--- config.mk ---
export PLATFORM = sky130hd
export DESIGN_NAME = sida_cell
export DESIGN_NICKNAME = d
export VERILOG_FILES = /design/src/design/sida_pkg.sv /design/src/design/sida_cell.sv
export SDC_FILE = /design/constraint.sdc
export NUM_CORES = 1
export LEC_CHECK = 0
export BUFFER_PORTS_ARGS = -buffer_cell sky130_fd_sc_hd__buf_2
export CAP_MARGIN = 15
export CORE_ASPECT_RATIO = 1.75
export CORE_MARGIN = 1.5
export CORE_UTILIZATION = 50
export DETAILED_ROUTE_END_ITERATION = 12
export PLACE_DENSITY = 0.8
export SYNTH_ARGS = -nofsm -noshare
export SYNTH_HDL_FRONTEND = slang
export SYNTH_SLANG_ARGS = --single-unit
--- constraint.sdc ---
create_clock -name clk -period 9.65 [get_ports clk]
set_input_delay 0.965 -clock clk [delete_from_list [all_inputs] [get_ports clk]]
set_output_delay 0.965 -clock clk [all_outputs]
set_load 0.1 [all_outputs]
--- src/design/sida_pkg.sv ---
// ----------------------------------------------------------------------------
// sida_pkg
// Shared types, constants and helpers for the signed decimal ASCII renderer.
// ----------------------------------------------------------------------------
package sida_pkg;

  localparam int NUM_DIGITS = 10;
  localparam int VALUE_W    = 32;
  localparam int DIGIT_W    = 4;
  localparam int CHAR_W     = 8;
  localparam int IDX_W      = $clog2(NUM_DIGITS);
  localparam int WIDE_W     = VALUE_W + DIGIT_W;

  localparam logic [CHAR_W-1:0] CHAR_ZERO  = 8'h30;
  localparam logic [CHAR_W-1:0] CHAR_MINUS = 8'h2D;

  // digits[NUM_DIGITS-1] is the most significant digit once all cells passed
  typedef struct packed {
    logic                              neg;
    logic [VALUE_W-1:0]                mag;
    logic [NUM_DIGITS-1:0][DIGIT_W-1:0] digits;
  } sida_word_t;

  function automatic logic [VALUE_W-1:0] pow10(input int k);
    logic [VALUE_W-1:0] p;
    p = VALUE_W'(1);
    for (int i = 0; i < k; i++) begin
      p = VALUE_W'(p * VALUE_W'(10));
    end
    return p;
  endfunction

endpackage

--- src/design/sida_cell.sv ---
// ----------------------------------------------------------------------------
// sida_cell
// One digit cell: extracts the digit for its power of ten and passes the
// remainder and collected digits to the next cell.
// ----------------------------------------------------------------------------
module sida_cell import sida_pkg::*; (
  input  logic               clk,
  input  logic               rst_n,
  input  logic [VALUE_W-1:0] weight,
  input  logic               in_valid,
  output logic               in_ready,
  input  sida_word_t         in_word,
  output logic               out_valid,
  input  logic               out_ready,
  output sida_word_t         out_word
);

  logic               valid_r;
  sida_word_t         word_r;
  sida_word_t         word_nxt;
  logic [WIDE_W-1:0]  mult;
  logic [DIGIT_W-1:0] digit;
  logic [VALUE_W-1:0] sub;

  always_comb begin
    digit = '0;
    sub   = '0;
    mult  = '0;
    for (int m = 1; m < 10; m++) begin
      mult = WIDE_W'(m) * {{DIGIT_W{1'b0}}, weight};
      if ({{DIGIT_W{1'b0}}, in_word.mag} >= mult) begin
        digit = DIGIT_W'(m);
        sub   = mult[VALUE_W-1:0];
      end
    end
    word_nxt.neg    = in_word.neg;
    word_nxt.mag    = in_word.mag - sub;
    word_nxt.digits = {in_word.digits[NUM_DIGITS-2:0], digit};
  end

  assign in_ready  = !valid_r || out_ready;
  assign out_valid = valid_r;
  assign out_word  = word_r;

  always_ff @(posedge clk) begin
    if (!rst_n) begin
      valid_r <= 1'b0;
    end else if (in_ready) begin
      valid_r <= in_valid;
    end
    if (in_ready && in_valid) begin
      word_r <= word_nxt;
    end
  end

endmodule

==> results of run 1 <==
## logic make-up (layout without fill, tap and decap cells)
logic type / count (synthesis) / in the layout / share of synthesized area (%)
adders and majority gates: 520 / 520 / 33.7
xor gates and xnor gates: 119 / 119 / 5.18
buffers and inverters: 176 / 509 / 3.49
and+or+nand+nor: 689 / 689 / 17.2
DFF: 74 / 74 / 11.0
muxes: 10 / 10 / 0.510
AOI/OAI and AO/OA: 879 / 879 / 28.9
## tightest hold or removal path: stages (launching register included)
cell and delay (ns):
dfxtp_1 0.31, nand2b_1 0.10, a21boi_0 0.09
## power by group
part	leakage, nW	switching, W	internal [W]
logic	10.1	0.00235	0.00129
clock network	0.149	0.000146	0.000205
registers	0.715	0.0000184	0.000487
total	11.0	0.00251	0.00198
## what timing repair did
action,4_1_cts,5_1_grt
setup endpoints to repair,0,10
resized for setup,0,41
buffers inserted,0,7
## final cells by class
type                            count  share of cell area [%]
Clock buffer                        9                   0.962
Clock inverter                      7                   0.358
Inverter                          111                    1.78
Multi-Input combinational cell   2217                    74.3
Sequential cell                    74                    9.45
Tap cell                          495                    2.65
Timing Repair Buffer              382                    10.5
## metrics by stage
step | hold slack [ns] | std cells | utilization, % | worst slack [ns]
after floorplan | 1.06 | 2467 | - | 1.07
after global placement | 0.515 | 3272 | 57.5 | 0.138
after detailed placement | 0.538 | 3272 | 57.5 | -0.123
after CTS | 0.546 | 3288 | 58.3 | 0.185
after global routing | 0.595 | 3295 | 58.8 | -0.0825
final | 0.540 | 3295 | 58.8 | 0.306
## sequential cells by signal, indices dropped and copies added, names as in the netlist
name and cells:
out_valid 1, out_word 73
## path summary, 6_finish.rpt
| path | endpoint | slack (ns) |
|---|---|---|
| worst min register to register | out_valid | 0.54 |
| worst min-delay path | out_valid | 0.54 |
| worst max register to register | out_word[68] | 8.05 |
| worst max-delay path | out_word[71] | 0.31 |
## metal layers
layer | track usage, % | vias up | routed length (µm)
met4 | 42.0 | 0 | 10600
met5 | 0 | - | 0
met3 | 3.95 | 477 | 4070
met1 | 35.3 | 10100 | 26000
li1 | - | 10200 | -
met2 | 63.8 | 1033 | 36900
## cells in the final DEF (no fill, tap or decap), types with 38 or more instances in the layout
cell type,instances
a21oi_1,232
nand3_1,69
ha_1,483
nor3_1,46
buf_2,179
o21ai_0,160
inv_1,110
nand4_1,49
a21o_1,109
a31oi_1,38
xnor2_1,66
xor2_1,51
o21a_1,42
edfxtp_1,73
buf_4,199
nor2_1,148
nand2_1,178
==> flow_summary.yaml, run 1 <==
layout:
  regArea_um2: 2210
  fin_area_um2: 23400
  num_antenna_cells: 0
  drive_gt1_share_pct: 16.8
  synthToLayoutAreaGrowth_pct: 16.3
  multi_input_area_um2: 17400
  nets: 3424
  fill_cells: 3645
setup_path:
  cp_num_cells: 43
  crit_family: "compound AO/OA/AOI/OAI gates"
  start_kind: "primary input"
  worst_r2r_path_depth: 2
  crit_buf_inv: 5
  cp-startpoint: "weight[1]"
  critPathSlowestCell: "or4_4"
  worst_path_most_repeated_cell: "ha_1"
  crit_fanout: 8
  worstSetupPathType: "in2reg"
  crit_path_end_kind: "register"
  r2r-start: "out_valid"
  max_stage_delay_ns: 0.55
  worstPathRequired_ns: 9.75
  crit_arrival_ns: 9.44
synth:
  synth_top_area_share_pct: 30.1
  synth_area_leaders: "ha_1 30%, edfxtp_1 11%, a21oi_1 5.8%, o21ai_0 4.1%, a21o_1 4.1%"
  ys_ff_latch: 74
  yosysMostFrequentCell: "ha_1"
  ys_seq_area_share_pct: 11.0
  post_synth_inst_count: 2467
  synth.avg_cell_area_um2: 8.16
  synthDistinctLibCells: 95
  yosys_warnings: 0
  syn_area_um2: 20100
  synth_commonest_cells: "484 x ha_1, 235 x a21oi_1, 178 x nand2_1"
  synth_edf_count: 73
  synth-main-ff-cell: "edfxtp_1"
  ys_async_sr_fraction_pct: 0
  syn-num-nets: 3096
  synth_area_leader_cell: "ha_1"
timing:
  setup_tns_ns: 0
  finalSetupViolations: 0
  hold_viol_final: 0
  worst_pin_slew_ns: 1.02
  slew_headroom_pct: 31.6
  min_period_ns: 9.34
  clock-skew-final_ns: 0.00975
  timing.fmax_ghz: 0.107
  fin_crit_sh_pct: 96.8
  timing.final.max_slew_violations: 0
cts:
  cts-root-buf: "clkbuf_16"
  numCtsBuffers: 9
  clock_path_buffers: 2
  cts-hold-fix-buffers: 0
  clock-sinks: 74
  path_clk_slew_ns: 0.07
  clk_latency_ns: 0.35
  cts_tree: "yes"
  cts_max_level: 3
global_routing:
  antenna_found_initial: 0
  grt_pass1_wl_mm: 117
  grt_max_degree: 74
  grt.total_usage_pct: 36.5
  grt_overflow_total: 0
  grt_pass1_vias: 21700
detailed_routing:
  first_pass_iters: 7
  drt_iter0_drc: 1539
  wl_mm: 77.5
  wire_per_inst_um: 23.5
  ant_nets: 0
  vias: 21800
  vias_per_cell: 6.61
  post-route-drc-count: 0
die:
  std_cell_rows: 97
  io_pins: 184
  die_x_um: 155
  initial_core_util_pct: 50.6
  dieHeight_um: 268
  die_area_um2: 41500
  core_um2: 39800
power_and_ir_drop:
  cellLeakagePower_nw: 11.0
  ir_drop_uv: 235
  finalPower_w: 0.00449
  powerDensity_nw_per_um2: 192
status:
  status: "finished clean"
worst_hold_path:
  worstHoldPathCells: 2
  hold_path_class: "reg2reg"
  holdCritStartpoint: "out_valid"
run:
  maxCapViolations: 0
place:
  portBuffers: 179
  gp_congestion: 1.04
  place_area_um2: 22900
  place_hpwl_mm: 63.7
No activity file was read; power rests on OpenSTA's default activity.
==> inputs of run 2 (changes only) <==
--- a/config.mk
+++ b/config.mk
@@ -10,8 +10,10 @@
 export CORE_ASPECT_RATIO = 1.75
 export CORE_MARGIN = 1.5
 export CORE_UTILIZATION = 50
+export CTS_CLUSTER_SIZE = 25
 export DETAILED_ROUTE_END_ITERATION = 12
 export PLACE_DENSITY = 0.8
+export RECOVER_POWER = 25
 export SYNTH_ARGS = -nofsm -noshare
 export SYNTH_HDL_FRONTEND = slang
 export SYNTH_SLANG_ARGS = --single-unit
==> flow_summary.yaml, run 2 (synthesis gave the netlist of run 1 again) <==
status:
  status: "finished, violations left"
  failed_checks: "capacitance limit, slew limit"
timing:
  clock-skew-final_ns: 0.00974
  fin_crit_sh_pct: 96.8
  timing.fmax_ghz: 0.107
  hold_viol_final: 0
  min_period_ns: 9.34
  worst_pin_slew_ns: 4.48
  finalSetupViolations: 0
  slew_headroom_pct: -198
  timing.final.max_slew_violations: 74
power_and_ir_drop:
  power_frac_clock_pct: 7.8
  p_switching_w: 0.00251
  finalPower_w: 0.00449
  powerDensity_nw_per_um2: 192
  combPwrFrac_pct: 80.9
  p_int_w: 0.00198
  cellLeakagePower_nw: 11.0
  ir_drop_uv: 235
  p_seq_share_pct: 11.3
  p_sw_share_pct: 55.9
global_routing:
  grt_max_degree: 74
  grt.total_usage_pct: 36.5
  grt_pass1_vias: 21700
  grt_pass1_wl_mm: 117
  antenna_found_initial: 0
  grt_overflow_total: 0
setup_path:
  worst_path_most_repeated_cell: "ha_1"
  critPathSlowestCell: "or4_4"
  start_kind: "primary input"
  crit_path_end_kind: "register"
  max_stage_delay_ns: 0.55
  worstSetupPathType: "in2reg"
  worstPathRequired_ns: 9.75
  crit_fanout: 8
  crit_arrival_ns: 9.44
die:
  core_um2: 39800
  std_cell_rows: 97
  die_x_um: 155
  die_area_um2: 41500
  initial_core_util_pct: 50.6
  io_pins: 184
  dieHeight_um: 268
cts:
  clock_path_buffers: 2
  numCtsBuffers: 9
  path_clk_slew_ns: 0.07
  clk_latency_ns: 0.35
  cts-hold-fix-buffers: 0
  cts_max_level: 3
  cts-root-buf: "clkbuf_16"
  clock-sinks: 74
  cts_tree: "yes"
layout:
  layout_commonest_cell: "ha_1"
  nets: 3424
  num_antenna_cells: 0
  drive_gt1_share_pct: 16.5
  largest_reg_flops: 73
  synthToLayoutAreaGrowth_pct: 16.3
  fill_cells: 3649
  fin_area_um2: 23400
  final_cell_mix: "483 x ha_1, 232 x a21oi_1, 199 x buf_4"
detailed_routing:
  vias: 21800
  post-route-drc-count: 0
  ant_nets: 0
  wire_per_inst_um: 23.5
  first_pass_iters: 7
  vias_per_cell: 6.62
  drt_iter0_drc: 1539
  wl_mm: 77.6
place:
  place_area_um2: 22900
  place_hpwl_mm: 63.7
  portBuffers: 179
  gp_congestion: 1.04
worst_hold_path:
  hold_path_class: "reg2reg"
run:
  maxCapViolations: 1
==> run 2: metal layers <==
layer,GRT usage (%),vias to the layer above,routed length [µm],part of all wire (%)
met2,63.8,1032,36900,48
li1,-,10200,-,-
met3,3.95,478,4070,5.2
met4,42.0,0,10600,14
met1,35.3,10100,26100,34
met5,0,-,0,0
==> run 2: power by group through the flow <==
stage | Clock (W) | Combinational, W | Sequential (W)
2_1_floorplan | 0 | 0.00177 | 0.00110
3_3_place_gp | 0 | 0.00336 | 0.000506
3_5_place_dp | 0 | 0.00347 | 0.000512
4_1_cts | 0.000355 | 0.00350 | 0.000506
5_1_grt | 0.000366 | 0.00388 | 0.000515
6_report | 0.000351 | 0.00363 | 0.000508
==> run 2: area by class of cell <==
type	count	area (µm²)	share of cell area, %
inverter	111	417	1.78
multi-input combinational	2217	17400	74.4
clock inverter	7	83.8	0.358
timing repair buffer	382	2440	10.4
tap	495	619	2.65
sequential	74	2210	9.45
clock buffer	9	225	0.962
==> run 2: repair_timing <==
item,CTS,global route
resized for setup,0,41
setup endpoints to repair,0,10
buffers inserted,0,7
endpoints found under the hold margin,0,0
==> run 2: stage by stage <==
step / utilization [%] / TNS, ns / worst slack [ns] / std cells / hold slack [ns]
final: 58.8 / 0 / 0.307 / 3295 / 0.533
after global routing: 58.8 / -0.0825 / -0.0825 / 3295 / 0.586
after CTS: 58.3 / 0 / 0.185 / 3288 / 0.546
after detailed placement: 57.5 / -0.180 / -0.123 / 3272 / 0.538
after global placement: 57.5 / 0 / 0.138 / 3272 / 0.515
after floorplan: - / 0 / 1.07 / 2467 / 1.06
==> run 2: path summary, 6_finish.rpt <==
check             startpoint           end  slack, ns  depth (start not counted)
setup reg to reg   out_valid  out_word[68]       5.50                          2
hold / removal     out_valid     out_valid       0.53                          2
setup / recovery   weight[1]  out_word[71]       0.31                         43
hold reg to reg    out_valid     out_valid       0.53                          2
==> run 2: worst max-delay path, delay by kind of cell <==
| kind | cells | cell delay [ns] |
|---|---|---|
| buffers and inverters | 5 | 0.69 |
| adders and majority gates | 5 | 1.25 |
| AOI/OAI and AO/OA | 24 | 5.00 |
| and+or+nand+nor | 6 | 1.09 |
| xor gates and xnor gates | 3 | 0.44 |
